===== src/rtl/bss_pkg.sv =====
`timescale 1ns / 1ps
`default_nettype none

package bss_pkg;

	localparam int unsigned MAX_HEADER_BYTES_DEF = 1024;
	localparam int unsigned MIN_PIXEL_OFFSET     = 14;

	localparam logic [7:0] MAGIC_B = 8'h42;
	localparam logic [7:0] MAGIC_M = 8'h4D;

	// Configuration register indexes.
	localparam logic REG_EXP_WIDTH  = 1'b0;
	localparam logic REG_EXP_HEIGHT = 1'b1;

	// Byte positions inside the file header.
	localparam int unsigned POS_MAGIC_B  = 0;
	localparam int unsigned POS_MAGIC_M  = 1;
	localparam int unsigned POS_FSIZE    = 2;
	localparam int unsigned POS_OFFSET   = 10;
	localparam int unsigned POS_OFF_LAST = 13;
	localparam int unsigned POS_WIDTH    = 18;
	localparam int unsigned POS_HEIGHT   = 22;
	localparam int unsigned FIELD_BYTES  = 4;

	typedef enum logic [2:0] {
		ST_OK        = 3'd0,
		ST_BAD_MAGIC = 3'd1,
		ST_BAD_OFF   = 3'd2,
		ST_DIM       = 3'd3,
		ST_SIZE      = 3'd4,
		ST_OVERRUN   = 3'd5
	} status_t;

	typedef enum logic [2:0] {
		PH_HEADER = 3'b001,
		PH_BODY   = 3'b010,
		PH_DONE   = 3'b100
	} phase_t;

	typedef struct packed {
		logic [31:0] file_size;
		logic [31:0] pixel_offset;
		logic [31:0] width;
		logic [31:0] height;
	} hdr_fields_t;

endpackage

`default_nettype wire


===== src/rtl/bss_fields.sv =====
`timescale 1ns / 1ps
`default_nettype none

module bss_fields
	import bss_pkg::*;
#(
	parameter int unsigned POS_W = $clog2(MAX_HEADER_BYTES_DEF)
) (
	input  wire logic             clk,
	input  wire logic             arst_n,
	input  wire logic             capture,
	input  wire logic             clear,
	input  wire logic [POS_W-1:0] pos,
	input  wire logic [7:0]       data,
	output hdr_fields_t           fields_nxt
);

	hdr_fields_t fields_q;

	function automatic logic [31:0] put_lane(input logic [31:0] acc, input logic [7:0] b,
		input logic [1:0] lane);
		logic [31:0] r;
		r = acc;
		r[8*lane +: 8] = b;
		return r;
	endfunction

	function automatic logic in_field(input logic [POS_W-1:0] p, input int unsigned base);
		return (p >= POS_W'(base)) && (p <= POS_W'(base + FIELD_BYTES - 1));
	endfunction

	function automatic logic [1:0] lane_of(input logic [POS_W-1:0] p, input int unsigned base);
		logic [1:0] b2;
		b2 = 2'(base);
		return 2'(p[1:0] - b2);
	endfunction

	// The merged view includes the byte of the current transfer, so the verdict
	// on the last header byte sees the complete field values.
	always_comb begin
		fields_nxt = fields_q;
		if (in_field(pos, POS_FSIZE)) begin
			fields_nxt.file_size = put_lane(fields_q.file_size, data, lane_of(pos, POS_FSIZE));
		end else if (in_field(pos, POS_OFFSET)) begin
			fields_nxt.pixel_offset = put_lane(fields_q.pixel_offset, data,
				lane_of(pos, POS_OFFSET));
		end else if (in_field(pos, POS_WIDTH)) begin
			fields_nxt.width = put_lane(fields_q.width, data, lane_of(pos, POS_WIDTH));
		end else if (in_field(pos, POS_HEIGHT)) begin
			fields_nxt.height = put_lane(fields_q.height, data, lane_of(pos, POS_HEIGHT));
		end
	end

	always_ff @(posedge clk or negedge arst_n) begin
		if (!arst_n) begin
			fields_q <= '0;
		end else if (clear) begin
			fields_q <= '0;
		end else if (capture) begin
			fields_q <= fields_nxt;
		end
	end

endmodule

`default_nettype wire


===== src/rtl/bmp_stream_splitter_top.sv =====
`timescale 1ns / 1ps
`default_nettype none

// Channel   Direction  Handshake             Payload
// input     in         in_valid / in_stall   data_byte
// result    out        out_valid / out_stall out_byte, image_index, in_header,
//                                            header_accepted, end_of_image, status
// config    in         cfg_we                cfg_index, cfg_data
//
// One byte is accepted per cycle while the result side does not stall; its result passes
// through the input register and is then presented from the result register.
// The input register and the result register are the only stages; a stalled full
// result register holds the input register, which then stalls the input side.
// The asynchronous reset clears all control state and the header fields at once.
// A stall on the result side propagates back to in_stall within the same cycle.

module bmp_stream_splitter_top
	import bss_pkg::*;
#(
	parameter int unsigned MAX_HEADER_BYTES = MAX_HEADER_BYTES_DEF
) (
	input  wire logic        clk,
	input  wire logic        arst_n,
	input  wire logic        in_valid,
	output logic             in_stall,
	input  wire logic [7:0]  data_byte,
	output logic             out_valid,
	input  wire logic        out_stall,
	output logic [7:0]       out_byte,
	output logic             image_index,
	output logic             in_header,
	output logic             header_accepted,
	output logic             end_of_image,
	output logic [2:0]       status,
	input  wire logic        cfg_we,
	input  wire logic        cfg_index,
	input  wire logic [15:0] cfg_data
);

	localparam int unsigned POS_W = $clog2(MAX_HEADER_BYTES);

	logic        s1_valid_s1;
	logic [7:0]  byte_s1;
	logic        advance;
	logic        fire;
	logic        in_take;

	logic [15:0] exp_width_q;
	logic [15:0] exp_height_q;

	phase_t             phase_q;
	logic               cur_image_q;
	logic [POS_W-1:0]   hpos_q;
	logic [31:0]        body_left_q;
	status_t            err_q;
	logic               magic_bad_q;

	hdr_fields_t fields_nxt;
	logic        capture;
	logic        clear;

	logic        hdr_c;
	logic        acc_c;
	logic        eoi_c;
	status_t     st_c;
	status_t     err_c;
	logic        done_c;
	logic        magic_bad_c;
	logic [31:0] abs_h;
	logic        finish_c;

	logic        out_valid_q;
	logic [7:0]  out_byte_q;
	logic        image_index_q;
	logic        in_header_q;
	logic        header_accepted_q;
	logic        end_of_image_q;
	status_t     status_q;

	assign advance  = !out_valid_q || !out_stall;
	assign fire     = s1_valid_s1 && advance;
	assign in_stall = s1_valid_s1 && !advance;
	assign in_take  = in_valid && !in_stall;

	assign capture = fire && (err_q == ST_OK) && (phase_q == PH_HEADER);
	assign clear   = fire && finish_c && !cur_image_q;

	bss_fields #(
		.POS_W(POS_W)
	) u_fields (
		.clk       (clk),
		.arst_n    (arst_n),
		.capture   (capture),
		.clear     (clear),
		.pos       (hpos_q),
		.data      (byte_s1),
		.fields_nxt(fields_nxt)
	);

	always_ff @(posedge clk or negedge arst_n) begin
		if (!arst_n) begin
			exp_width_q  <= '0;
			exp_height_q <= '0;
		end else if (cfg_we) begin
			if (cfg_index == REG_EXP_HEIGHT) begin
				exp_height_q <= cfg_data;
			end else begin
				exp_width_q <= cfg_data;
			end
		end
	end

	always_comb begin
		hdr_c       = 1'b0;
		acc_c       = 1'b0;
		eoi_c       = 1'b0;
		st_c        = ST_OK;
		err_c       = ST_OK;
		done_c      = 1'b0;
		finish_c    = 1'b0;
		magic_bad_c = magic_bad_q;
		abs_h       = fields_nxt.height[31] ? (32'd0 - fields_nxt.height) : fields_nxt.height;

		if (err_q != ST_OK) begin
			st_c = err_q;
		end else begin
			case (phase_q)
				PH_DONE: begin
					err_c = ST_OVERRUN;
				end
				PH_HEADER: begin
					hdr_c = 1'b1;
					if (hpos_q == POS_W'(POS_MAGIC_B) && byte_s1 != MAGIC_B) begin
						magic_bad_c = 1'b1;
					end else if (hpos_q == POS_W'(POS_MAGIC_M) && byte_s1 != MAGIC_M) begin
						magic_bad_c = 1'b1;
					end

					if (hpos_q == POS_W'(POS_OFF_LAST)) begin
						if (magic_bad_q) begin
							err_c = ST_BAD_MAGIC;
						end else if (fields_nxt.pixel_offset < 32'(MIN_PIXEL_OFFSET) ||
							fields_nxt.pixel_offset > 32'(MAX_HEADER_BYTES)) begin
							err_c = ST_BAD_OFF;
						end else if (fields_nxt.pixel_offset == 32'(MIN_PIXEL_OFFSET)) begin
							done_c = 1'b1;
						end
					end else if (hpos_q > POS_W'(POS_OFF_LAST) &&
						32'(hpos_q) + 32'd1 == fields_nxt.pixel_offset) begin
						done_c = 1'b1;
					end

					if (done_c) begin
						if (exp_width_q != '0 && exp_height_q != '0 &&
							(fields_nxt.width != {16'd0, exp_width_q} ||
							abs_h != {16'd0, exp_height_q})) begin
							err_c = ST_DIM;
						end else if (fields_nxt.file_size < fields_nxt.pixel_offset) begin
							err_c = ST_SIZE;
						end
					end

					if (err_c == ST_OK && done_c) begin
						acc_c = 1'b1;
						if (fields_nxt.file_size == fields_nxt.pixel_offset) begin
							eoi_c    = 1'b1;
							finish_c = 1'b1;
						end
					end
				end
				PH_BODY: begin
					if (body_left_q == '0) begin
						eoi_c    = 1'b1;
						finish_c = 1'b1;
					end
				end
				default: begin
					err_c = ST_OK;
				end
			endcase
			st_c = err_c;
		end
	end

	always_ff @(posedge clk or negedge arst_n) begin
		if (!arst_n) begin
			phase_q     <= PH_HEADER;
			cur_image_q <= 1'b0;
			hpos_q      <= '0;
			body_left_q <= '0;
			err_q       <= ST_OK;
			magic_bad_q <= 1'b0;
		end else if (fire && err_q == ST_OK) begin
			magic_bad_q <= magic_bad_c;
			if (err_c != ST_OK) begin
				err_q <= err_c;
			end else if (finish_c) begin
				if (!cur_image_q) begin
					cur_image_q <= 1'b1;
					phase_q     <= PH_HEADER;
					hpos_q      <= '0;
					magic_bad_q <= 1'b0;
				end else begin
					phase_q <= PH_DONE;
				end
			end else if (phase_q == PH_HEADER) begin
				if (done_c) begin
					phase_q     <= PH_BODY;
					body_left_q <= fields_nxt.file_size - fields_nxt.pixel_offset - 32'd1;
				end else begin
					hpos_q <= hpos_q + POS_W'(1);
				end
			end else if (phase_q == PH_BODY) begin
				body_left_q <= body_left_q - 32'd1;
			end
		end
	end

	always_ff @(posedge clk or negedge arst_n) begin
		if (!arst_n) begin
			s1_valid_s1 <= 1'b0;
			out_valid_q <= 1'b0;
		end else begin
			if (in_take) begin
				s1_valid_s1 <= 1'b1;
			end else if (fire) begin
				s1_valid_s1 <= 1'b0;
			end
			if (advance) begin
				out_valid_q <= fire;
			end
		end
	end

	always_ff @(posedge clk) begin
		if (in_take) begin
			byte_s1 <= data_byte;
		end
		if (fire) begin
			out_byte_q        <= byte_s1;
			image_index_q     <= cur_image_q;
			in_header_q       <= hdr_c;
			header_accepted_q <= acc_c;
			end_of_image_q    <= eoi_c;
			status_q          <= st_c;
		end
	end

	assign out_valid       = out_valid_q;
	assign out_byte        = out_byte_q;
	assign image_index     = image_index_q;
	assign in_header       = in_header_q;
	assign header_accepted = header_accepted_q;
	assign end_of_image    = end_of_image_q;
	assign status          = status_q;

	// An error, once recorded, never changes until reset.
	a_err_sticky: assert property (@(posedge clk) disable iff (!arst_n)
		(err_q != ST_OK) |=> (err_q == $past(err_q)))
		else $error("recorded error changed");

	// An accepted header is always reported inside the header with a clean status.
	a_accept_ok: assert property (@(posedge clk) disable iff (!arst_n)
		(out_valid_q && header_accepted_q) |-> (in_header_q && status_q == ST_OK))
		else $error("header accepted with bad status");

	// End of image is only marked on a clean byte.
	a_eoi_ok: assert property (@(posedge clk) disable iff (!arst_n)
		(out_valid_q && end_of_image_q) |-> (status_q == ST_OK))
		else $error("end of image with error status");

	// An empty input register never stalls the input side.
	a_no_idle_stall: assert property (@(posedge clk) disable iff (!arst_n)
		!s1_valid_s1 |-> !in_stall)
		else $error("input stalled while input register empty");

	// After the second image the block has left the first one.
	a_done_second: assert property (@(posedge clk) disable iff (!arst_n)
		(phase_q == PH_DONE) |-> cur_image_q)
		else $error("done phase reached on the first image");

endmodule

`default_nettype wire

===== config.mk =====
export PLATFORM = sky130hd
export DESIGN_NAME = bmp_stream_splitter_top
export DESIGN_NICKNAME = d
export VERILOG_FILES = /design/src/rtl/bss_pkg.sv /design/src/rtl/bss_fields.sv /design/src/rtl/bmp_stream_splitter_top.sv
export SDC_FILE = /design/constraint.sdc
export NUM_CORES = 1
export LEC_CHECK = 0
export ABC_AREA = 1
export BUFFER_PORTS_ARGS = -buffer_cell sky130_fd_sc_hd__buf_2
export CORE_ASPECT_RATIO = 1.2
export CORE_MARGIN = 2
export CORE_UTILIZATION = 50
export CTS_CLUSTER_DIAMETER = 80
export DETAILED_ROUTE_END_ITERATION = 16
export MAX_ROUTING_LAYER = met4
export PLACE_DENSITY = 0.77
export SLEW_MARGIN = 20
export SYNTH_ARGS = -nofsm -noshare
export SYNTH_HDL_FRONTEND = slang
export SYNTH_HIERARCHICAL = 1
export SYNTH_SLANG_ARGS = --single-unit
export TNS_END_PERCENT = 1

===== constraint.sdc =====
create_clock -name clk -period 10.49 [get_ports clk]
set_input_delay 2.6225 -clock clk [delete_from_list [all_inputs] [get_ports clk]]
set_output_delay 2.6225 -clock clk [all_outputs]
set_load 0.01 [all_outputs]

# == Yosys cells after proc, flatten, opt, wreduce, memory -nomap -nowiden ==
# Cells that the tools add are included.
# word_totals
in_bits,30
out_inout_bits,17
register_bits,235
word_cells,169
# classes
shift,2
n_reduce_logical,46
addsub,8
n_bitwise,4
order_cmp,12
mux,61
eq_ne,15
# op_table
op,n
$mux W32,9
$mux W128,2
$bwmux W32,4
$mux W96,1
$mux W64,1
$ne A32 B16 Y1,2
$sub A32 B1 Y32 const B,2
$mux W10,4
$neg A5 Y34,1
$shift A8 B34 Y32 const A,1
$shiftx A8 B34 Y32,1
$mux W3,11
$eq A11 B32 Y1,1
$eq A32 B32 Y1,1
$eq A32 B4 Y1 const B,1
$gt A32 B11 Y1 const B,1
$logic_not A32 Y1,1
$lt A32 B32 Y1,1
$lt A32 B4 Y1 const B,1
$reduce_bool A16 Y1,2
$sub A1 B32 Y32 const A,1
$sub A32 B32 Y32,1
$mux W1,24
$ge A10 B5 Y1 const B,2
other kinds (33),72

# == Depth between registers and ports, before layout ==
# Gate-level depths: netlist (run 1).
# logic_depth
word_depth,26
ltp_mapped,40

# == Modules after synthesis ==
# Netlist (run 1), hierarchy kept.
# by_module_without_submodules
mod,instances,area_each_um2,cells_each
bmp_stream_splitter_top,1,9454.1,1493
bss_fields,1,7218.2,1027

# == Worst setup path before layout (run 1) ==
# No wires, ideal clock.
# synth_path
path_kind,input to output
start,in out_stall
end,out in_stall
required_time_ns,7.868
n_path_buf,0
arrival_ns,2.863
path_stages,2
setup_slack_ns,5.004
cell_sequence,nand2_1 nor2_1
# synth_via
elab_chain_cells,4
# synth_rtl
element,line_no,source
start: declaration,bmp_stream_splitter_top.sv:28,"input wire logic out_stall,"
$logic_not A1 Y1,bmp_stream_splitter_top.sv:80,assign advance = !out_valid_q || !out_stall;
$logic_or A1 B1 Y1,bmp_stream_splitter_top.sv:80,
$logic_not A1 Y1,bmp_stream_splitter_top.sv:82,assign in_stall = s1_valid_s1 && !advance;
$logic_and A1 B1 Y1,bmp_stream_splitter_top.sv:82,
end: declaration,bmp_stream_splitter_top.sv:25,"output logic in_stall,"
# No other way between the ends.

==> reports/summary.txt, run 1 <==
Combinational Power Share - 4.8%
post-synth top area cell - dfrtp_1
first-iteration detailed-routing DRC count - 1435
Internal Power - 1.59 mW
CP arrival - 8.38 ns
register share of total power - 46.3%
Max Clock Freq - 127 MHz
Setup Buffers After CTS - 0
antenna diode count - 0
IO buf count - 46
initial antenna violation count - 0
Post-Synth Simple-Gate Area - 35.3%
final-report setup violation count - 0
antenna-violating nets left - 0
Worst path slowest cell - dfrtp_1
nets - 2609
count leader, synth - nand2_1
R2R setup slack - 2.59 ns
CORE AREA - 33000 um2
CTS Root Buffer Type - clkbuf_16
Psw - 492 uW
Synth top area share - 31.7%
max cap viols - 0
Slew Limit Headroom - 35.8%
leading register cell type out of synthesis - dfrtp_1
pins over their slew limit - 0
multiplexer area fraction after synthesis - 0%
kind of critical path - reg -> reg
synth unique cells - 51
Worst Tran Pin Value - 0.964 ns
Chip Height - 204 um
worst ir drop on vdd - 0.144 mV
sequential fraction of the synthesis area - 36.0%
pwr/cell area - 114 nW/um2
Final Hold Vio Count - 0
wire per inst - 15.5 um
Crit. End Element - register
flops & latches, synth - 235
setup_tns - 0 ns
Detailed Routing Iterations Pass 1 - 7
Most Frequent Cell on Critical Path - nand2_1
final hold slack - 0.451 ns
Via Count - 16100
largest family of logic cells by synthesized area - simple AND/OR/NAND/NOR gates
RSZ-0062 raised after global routing - false
Post-Place Cell Area - 17200 um2
overall routing resource usage - 27.9%
Starting Density - 50.6%
Row Count - 73
post-CTS sizing - 0
Post-Synthesis Cell Area - 16700 um2
CTS tree - done
Startpoint Class - register
largest net degree at the start of global routing - 86
Setup Skew - 0.0299 ns
Post-synth top cells - nand2_1, inv_1, nor2_1, dfrtp_1, nand3_1
Die W - 171 um
Clk network pwr share - 48.8%
Post-synth EDFFs - 23
static leakage - 9.35 nW
vias in the first global route - 15200
Die Area - 34800 um2
first-pass GRT wire length - 76300 um
H-tree depth - 1
clock sink count - 235
Syn Nets - 2595
outcome - complete, no violations
worst min path class - reg -> reg
gpl congestion - 0.950
Longest Clk Path Bufs - 3
CP Data Required Time - 10.97 ns
Final min period - 7.90 ns
fin area - 18200 um2
critical-path maximum fanout - 62
post-synthesis xor/xnor area fraction - 2.52%
hold_buf cts - 0
dominant cells by area after synthesis - dfrtp_1, nand2_1, inv_1, nand3_1, o21ai_0
yosys warns - 6
I/O pins - 47
Num CTS Buffers - 28
HPWL reported at the end of detailed placement - 34600 um
final cycle utilization of the critical path - 75.3%
clk slew on worst S/H paths - 0.06 ns
post-synthesis cell count - 2520
remaining global-route overflow - 0
CP max stage delay - 0.87 ns
worst-skew pair later-pin latency - 0.57 ns
Adder-Cell Fraction of Synth Area - 3.42%
share of layout cells above drive strength 1 - 6.38%
DRC errors left - 0
Area Overhead vs Synth - 9.35%
Via density - 5.34
complex-gate fraction of the synthesized area - 12.8%
Routed WL - 46700 um
switching fraction of total power - 23.6%
synthesized area per cell - 6.62 um2
ys async rst share - 90.2%
-- kinds of logic after synthesis --
group / after synthesis
buffers and inverters: 422
AND/OR/NAND/NOR: 1381
XOR/XNOR: 48
AO/OA/AOI/OAI: 389
adder cells (fa/ha/maj): 45
flip-flops: 235
-- flip-flops by register name, summed over array words and instances (netlist names), 3 cells and up --
signal and cells:
u_fields/fields_q 128, body_left_q 32, exp_height_q 16, exp_width_q 16, hpos_q 10, byte_s1 8
out_byte 8, err_q 3, phase_q 3, status 3
-- routing by layer --
metal | vias up | track usage [%] | routed length [um] | part of all wire, %
met3 | 128 | 2.73 | 2070 | 4.4
met4 | 0 | 14.1 | 2690 | 5.8
li1 | 8077 | - | - | -
met2 | 448 | 45.8 | 22100 | 47
met5 | - | - | 0 | 0
met1 | 7409 | 34.4 | 19800 | 43
-- area by class of cell --
class | count | area [um2]
well taps | 450 | 563
clock buffers | 39 | 812
inverters | 346 | 1300
multi-input cells | 1863 | 9030
flip-flops and latches | 235 | 6000
repair buffers | 60 | 364
fillers | 3183 | 14700
clock inverters | 13 | 161
-- worst max-delay path, delay by kind of cell (launching register included) --
| family | cells | cell delay, ns |
|---|---|---|
| buffers and inverters | 9 | 2.45 |
| adder cells (fa/ha/maj) | 1 | 0.34 |
| AO/OA/AOI/OAI | 1 | 0.07 |
| flip-flops | 1 | 0.87 |
| AND/OR/NAND/NOR | 25 | 4.01 |
-- final timing paths --
check,startpoint,end,cells after the start
worst max-delay path,hpos_q[0],u_fields/fields_q[20],36
worst min-delay path,cur_image_q,image_index,0
max in group asynchronous,arst_n,exp_height_q[4],2
worst min register to register,cur_image_q,image_index,0
worst max register to register,hpos_q[0],u_fields/fields_q[20],36
min in group asynchronous,arst_n,hpos_q[6],1
-- cells in the final DEF, fill, tap and decap left out, drive strengths merged, types with 43 or more instances in the layout --
master,instances
buf,59
ha,44
o21ai,234
a21oi,79
nand3,201
dfrtp,211
inv,345
nor2,249
nand2,817
o21bai,43
-- through the flow --
step,util [%],setup slack (ns),power [mW],instances
2_1_floorplan,-,5.00,1.03,2520
3_3_place_gp,52.3,2.95,1.08,2953
3_5_place_dp,52.3,2.76,1.08,2953
4_1_cts,55.2,2.69,2.10,3005
5_1_grt,55.3,1.89,2.16,3006
6_report,55.3,2.59,2.08,3006
-- power groups by stage --
stage	combinational (mW)	sequential, mW	clock (mW)
2_1_floorplan	0.0529	0.978	0
3_3_place_gp	0.0981	0.982	0
3_5_place_dp	0.100	0.983	0
4_1_cts	0.101	0.966	1.03
5_1_grt	0.115	0.968	1.07
6_report	0.101	0.966	1.02
Power figures use the tool's default switching activity.
==> inputs of run 2 (changes only) <==
--- a/config.mk
+++ b/config.mk
@@ -13,7 +13,7 @@
 export CTS_CLUSTER_DIAMETER = 80
 export DETAILED_ROUTE_END_ITERATION = 16
 export MAX_ROUTING_LAYER = met4
-export PLACE_DENSITY = 0.77
+export PLACE_DENSITY = 0.8
 export SLEW_MARGIN = 20
 export SYNTH_ARGS = -nofsm -noshare
 export SYNTH_HDL_FRONTEND = slang
==> constraint.sdc (replaced) <==
create_clock -name clk -period 6.4 [get_ports clk]
set_input_delay 1.6 -clock clk [delete_from_list [all_inputs] [get_ports clk]]
set_output_delay 1.6 -clock clk [all_outputs]
set_load 0.01 [all_outputs]
==> run 2 against run 1 <==
Effect of this change: sequential power up 64%; sequential share of layout area down 0.23 points; total power increased by 57%; cell area increased by 0.71%; critical path type unchanged.
==> reports/summary.txt, run 2 (same netlist as run 1, synthesis figures left out) <==
outcome - complete, no violations
Largest regs - u_fields/fields_q x128, body_left_q x32
worst-skew pair later-pin latency - 0.56 ns (about the same)
Final min period - 5.88 ns (-2.02 ns)
max cap viols - 0 (unchanged)
Starting Density - 50.6% (unchanged)
antenna diode count - 0 (unchanged)
worst ir drop on vdd - 0.204 mV (+42%)
CTS Root Buffer Type - clkbuf_16
Row Count - 73 (unchanged)
pwr/cell area - 178 nW/um2 (+56%)
overall routing resource usage - 27.5% (-0.39 points)
Chip Height - 204 um (unchanged)
Num CTS Buffers - 27 (-3.6%)
pins over their slew limit - 0 (unchanged)
Routed WL - 46700 um (+0.11%)
Area Overhead vs Synth - 10.1%
Worst Tran Pin Value - 0.815 ns (-0.148 ns)
placed insts - 2977 (+0.81%)
final-report setup violation count - 0 (unchanged)
CORE AREA - 33000 um2 (unchanged)
CP max stage delay - 0.56 ns (-0.31 ns)
vias in the first global route - 15200 (-0.0066%)
Final Hold Vio Count - 0 (unchanged)
Detailed Routing Iterations Pass 1 - 6 (-1)
most common cell after layout, fill and taps aside - nand2_1
HPWL reported at the end of detailed placement - 34800 um (+0.67%)
largest net degree at the start of global routing - 86 (unchanged)
antenna-violating nets left - 0 (unchanged)
CP Data Required Time - 6.82 ns (-4.15 ns)
Via density - 5.36 (+0.39%)
Crit. End Element - register
CP arrival - 6.30 ns (-2.08 ns)
final cycle utilization of the critical path - 91.9% (+17 points)
Die W - 171 um (unchanged)
Slew Limit Headroom - 45.5% (+9.8 points)
most frequent cells in the layout - nand2_1, inv_1, nor2_1
WP buf/inv - 7 (-2)
I/O pins - 47 (unchanged)
Worst path slowest cell - nor2_2
Setup Skew - 0.0279 ns (-0.00202 ns)
wire per inst - 15.4 um (-0.69%)
static leakage - 9.44 nW (+0.92%)
CTS tree - done
RSZ-0062 raised after global routing - false
remaining global-route overflow - 0 (unchanged)
non-filler cells, final - 3030 (+0.80%)
R2R setup slack - 0.52 ns (-2.07 ns)
Fillers - 3056 (-4.0%)
Startpoint Class - register
IO buf count - 46 (unchanged)
Die Area - 34800 um2 (unchanged)
H-tree depth - 1 (unchanged)
DRC errors left - 0 (unchanged)
kind of critical path - reg -> reg
share of layout cells above drive strength 1 - 7.21% (+0.83 points)
critical-path maximum fanout - 43 (-31%)
first-iteration detailed-routing DRC count - 1656 (+15%)
Via Count - 16300 (+1.2%)
Longest Clk Path Bufs - 3 (unchanged)
Max Clock Freq - 170 MHz (+34%)
worst min path class - reg -> reg
first-pass GRT wire length - 75100 um (-1.5%)
gpl congestion - 0.989 (+4.1%)
Reg with most FFs - u_fields/fields_q
hold_buf cts - 0 (unchanged)
clock sink count - 235 (unchanged)
clk slew on worst S/H paths - 0.06 ns (about the same)
initial antenna violation count - 0 (unchanged)
max reg flops - 128 (unchanged)
nets - 2635 (+1.0%)
setup_tns - 0 ns (unchanged)
Top Family by Delay on Critical Path - simple AND/OR/NAND/NOR gates
[run 2: cell types whose count changed in the layout (fill, tap and decap cells not counted), moves of 2 or more]
cell	delta
buf_12	+3
buf_4	+22
buf_6	+2
bufinv_16	-3
clkinv_2	-2
nor2_2	+2
[run 2: path summary, 6_finish.rpt]
path	startpoint	endpoint	cells after the start
setup / recovery	hpos_q[0]	u_fields/fields_q[57]	29
hold / removal	s1_valid_s1	out_valid	2
setup reg to reg	hpos_q[0]	u_fields/fields_q[57]	29
hold reg to reg	s1_valid_s1	out_valid	2
max in group asynchronous	arst_n	body_left_q[26]	2
min in group asynchronous	arst_n	exp_width_q[3]	1
[run 2: area by class of cell]
type / instances / area [um2] / share of cell area, %
timing repair buffer: 86 / 584 / 3.18
inverter: 346 / 1300 / 7.08
clock inverter: 9 / 58.8 / 0.320
multi-input combinational: 1864 / 9040 / 49.2
clock buffer: 40 / 816 / 4.44
tap: 450 / 563 / 3.07
sequential: 235 / 6000 / 32.7
[run 2: report_power, final]
group	total (mW)	leakage (nW)	switching [mW]	internal [mW]
registers	1.58	2.86	0.0330	1.55
logic	0.163	6.15	0.108	0.0541
clock network	1.52	0.434	0.643	0.881
[run 2: what timing repair did]
action                     CTS  global route
resized for setup            0             3
buffers inserted             0             3
setup endpoints to repair    0            94
[run 2: per-stage QoR]
step / area, um2 / utilization (%) / hold slack (ns) / total power, mW / setup WS (ns)
after floorplan: 16700 / - / 0.425 / 1.69 / 1.31
after global placement: 17400 / 52.9 / 0.442 / 1.77 / 0.408
after detailed placement: 17400 / 52.9 / 0.459 / 1.77 / 0.347
after CTS: 18300 / 55.6 / 0.476 / 3.29 / 0.292
after global routing: 18400 / 55.7 / 0.489 / 3.38 / 0.0272
final: 18400 / 55.7 / 0.472 / 3.27 / 0.520
[run 2: layer usage]
layer / vias to the layer above / part of all wire [%] / track usage, %
li1: 8118 / - / -
met2: 548 / 49 / 45.9
met5: - / 0 / -
met1: 7453 / 41 / 33.6
met4: 0 / 4.6 / 12.1
met3: 135 / 5.6 / 3.37
[run 2: worst min-delay path, stage by stage, from the launching register on]
cell and delay (ns):
dfrtp_1 0.32, inv_1 0.05, nand2_1 0.06
==> inputs of run 3 (changes only) <==
--- a/config.mk
+++ b/config.mk
@@ -5,7 +5,6 @@
 export SDC_FILE = /design/constraint.sdc
 export NUM_CORES = 1
 export LEC_CHECK = 0
-export ABC_AREA = 1
 export BUFFER_PORTS_ARGS = -buffer_cell sky130_fd_sc_hd__buf_2
 export CORE_ASPECT_RATIO = 1.2
 export CORE_MARGIN = 2
==> run 3 against run 2 <==
Effect of this change: setup slack worse by 0.34 ns; register-to-register slack worse by 0.34 ns; cell count down 24%; sequential power up 22%; wire length up 11%; flip-flop and latch count unchanged; highest routed layer unchanged.
==> reports/summary.txt, run 3 <==
Longest Clk Path Bufs - 3 (unchanged)
Combinational Power Share - 54.2% (+49 points)
Syn Nets - 1875 (-28%)
antenna-violating nets left - 0 (unchanged)
outcome - complete, no violations
final cycle utilization of the critical path - 97.2% (+5.3 points)
worst ir drop on vdd - 0.283 mV (+39%)
most frequent cells in the layout - dfrtp_1, mux2_2, nand2b_1
IO buf count - 46 (unchanged)
clk slew on worst S/H paths - 0.06 ns (about the same)
clock sink count - 235 (unchanged)
R2R setup slack - 0.18 ns (-0.34 ns)
Reg with most FFs - u_fields/fields_q
Area Overhead vs Synth - 11.6%
pins over their slew limit - 0 (unchanged)
Psw - 3.46 mW (+340%)
setup_tns - 0 ns (unchanged)
Setup Skew - 0.0239 ns (-0.00401 ns)
final-report setup violation count - 0 (unchanged)
max reg flops - 128 (unchanged)
Chip Height - 205 um (+0.36%)
Final min period - 6.22 ns (+0.339 ns)
max cap viols - 0 (unchanged)
kind of critical path - reg -> reg
Via Count - 14700 (-9.6%)
wire per inst - 22.4 um (+45%)
CP arrival - 6.64 ns (+0.34 ns)
final hold slack - 0.503 ns (+0.0316 ns)
Max Clock Freq - 161 MHz (-5.5%)
synth unique cells - 85 (+67%)
Internal Power - 4.38 mW (+76%)
Power Total - 7.83 mW (+140%)
pwr/cell area - 418 nW/um2 (+130%)
CTS Root Buffer Type - clkbuf_16
crit path launch - hpos_q[1]
count leader, synth - dfrtp_1
sequential fraction of the synthesis area - 35.7% (-0.27 points)
first-iteration detailed-routing DRC count - 1822 (+10%)
Largest regs - u_fields/fields_q x128, body_left_q x32
Worst R2R Path Depth - 19 (-34%)
Post-Synthesis Cell Area - 16800 um2 (+0.74%)
Num CTS Buffers - 27 (unchanged)
nets - 1916 (-27%)
sequential cell area - 6000 um2 (unchanged)
largest net degree at the start of global routing - 174 (+100%)
Worst Tran Pin Value - 1.03 ns (+0.217 ns)
register share of total power - 24.5% (-24 points)
Final Hold Vio Count - 0 (unchanged)
initial antenna violation count - 0 (unchanged)
Startpoint Class - register
Worst R2R Start - hpos_q[1]
area occupied by multi-input gates - 10300 um2 (+13%)
leading register cell type out of synthesis - dfrtp_1
synthesized area per cell - 9.33 um2 (+41%)
dominant cells by area after synthesis - dfrtp_1, mux2_2, mux2i_1, nand2b_1, edfxtp_1
first-pass GRT wire length - 80500 um (+7.1%)
Routed WL - 51700 um (+11%)
Fillers - 2910 (-4.8%)
DRC errors left - 0 (unchanged)
Die W - 171 um (+0.36%)
setup slack after layout - 0.181 ns (-0.339 ns)
ys async rst share - 90.2% (unchanged)
worst min path class - reg -> reg
CTS tree - done
fin area - 18800 um2 (+2.1%)
worst slack, placed - 0.177 ns (-0.170 ns)
Starting Density - 50.7% (+0.095 points)
hold_buf cts - 0 (unchanged)
CORE AREA - 33200 um2 (+0.55%)
Slew Limit Headroom - 31.2% (-14 points)
Crit. End Element - register
static leakage - 8.51 nW (-9.9%)
I/O pins - 47 (unchanged)
Synth top area share - 31.4% (-0.23 points)
Post-synth top cells - dfrtp_1, mux2_2, nand2b_1, mux2i_1, nor2_1
share of layout cells above drive strength 1 - 19.6% (+12 points)
flops & latches, synth - 235 (unchanged)
HPWL reported at the end of detailed placement - 38600 um (+11%)
post-synth top area cell - dfrtp_1
H-tree depth - 1 (unchanged)
yosys warns - 6 (unchanged)
CP Data Required Time - 6.82 ns (about the same)
most common cell after layout, fill and taps aside - dfrtp_1
worst-skew pair later-pin latency - 0.58 ns (+0.02 ns)
vias in the first global route - 14100 (-7.0%)
CP Capture Point - u_fields/fields_q[97]
Row Count - 73 (unchanged)
critical-path maximum fanout - 8 (-81%)
Post-Place Cell Area - 17700 um2 (+1.5%)
Clk network pwr share - 21.3% (-25 points)
Post-synth EDFFs - 23 (unchanged)
non-filler cells, final - 2312 (-24%)
switching fraction of total power - 44.2% (+20 points)
remaining global-route overflow - 0 (unchanged)
Via density - 6.36 (+18%)
placed insts - 2260 (-24%)
Reg2Reg Capture Point - u_fields/fields_q[97]
fin util - 56.6% (+0.87 points)
Detailed Routing Iterations Pass 1 - 5 (-1)
antenna diode count - 0 (unchanged)
post-synthesis cell count - 1800 (-29%)
gpl congestion - 0.991 (+0.21%)
Die Area - 35100 um2 (+0.72%)
overall routing resource usage - 30.3% (+2.8 points)
run 3: changes by cell type in the layout (fill, tap and decap cells not counted), moves of 24 or more:
cell / change
nand2_1: -705
inv_1: -276
mux2_2: +159
nand2b_1: +143
nand3_1: -140
mux2i_1: +124
nor2_1: -115
o21ai_0: -98
o21ai_1: -50
or3_1: +46
o21bai_1: -34
nor4_1: +24
run 3: timing repair:
item | in CTS | in global routing
setup endpoints to repair | 0 | 162
buffers inserted | 0 | 1
resized for setup | 0 | 13
run 3: worst max-delay path, stage by stage (launching register included):
cell and delay, ns:
dfrtp_1 0.36, inv_1 0.11, ha_1 0.28, or3b_1 0.46, o32ai_4 0.40, nand4_4 0.26, mux2_2 0.42, or4_1 0.68
nor4_2 0.40, nand4_1 0.22, a211oi_1 0.24, nand4_1 0.23, nor4_2 0.32, a31o_2 0.32, a31oi_1 0.15, or3_1 0.43
inv_4 0.18, nor2_1 0.19, nand3_1 0.27, mux2i_1 0.13
run 3: power groups by stage:
stage               logic, mW  registers (mW)  clock network, mW
CTS                      4.14            1.91               1.69
finish                   4.25            1.92               1.67
floorplan                2.99            1.89                  0
global route             4.60            1.94               1.75
detailed placement       4.11            1.93                  0
global placement         4.04            1.92                  0
run 3: cell type report:
class | count | area share, %
inverter | 65 | 1.31
timing repair buffer | 101 | 3.90
sequential | 235 | 32.0
tap | 450 | 3.00
multi-input combinational | 1411 | 54.7
clock buffer | 31 | 3.74
clock inverter | 19 | 1.33
run 3: routing by layer:
metal	part of all wire [%]	global-route usage (%)	up-vias	routed length (um)
li1	-	-	6656	-
met1	40	37.7	7204	20700
met2	49	49.8	680	25300
met3	5.9	3.25	156	3040
met4	5.1	13.6	0	2640
met5	0	-	-	0
run 3: cells by family after synthesis:
group	after synthesis	synth area share [%]
and+or+nand+nor	691	23.2
adders and majority gates	45	3.40
DFF	235	35.7
muxes	285	18.2
xor gates and xnor gates	71	3.70
AOI/OAI and AO/OA	319	12.2
buffers and inverters	154	3.68
run 3: worst min-delay path by stage:
stage	slack, ns	end	depth (start not counted)	from
floorplan	0.46	out_valid	1	s1_valid_s1
global placement	0.47	out_valid	1	s1_valid_s1
detailed placement	0.48	body_left_q[29]	1	body_left_q[29]
CTS	0.50	body_left_q[29]	1	body_left_q[29]
global route	0.51	body_left_q[29]	1	body_left_q[29]
finish	0.50	out_valid	1	s1_valid_s1
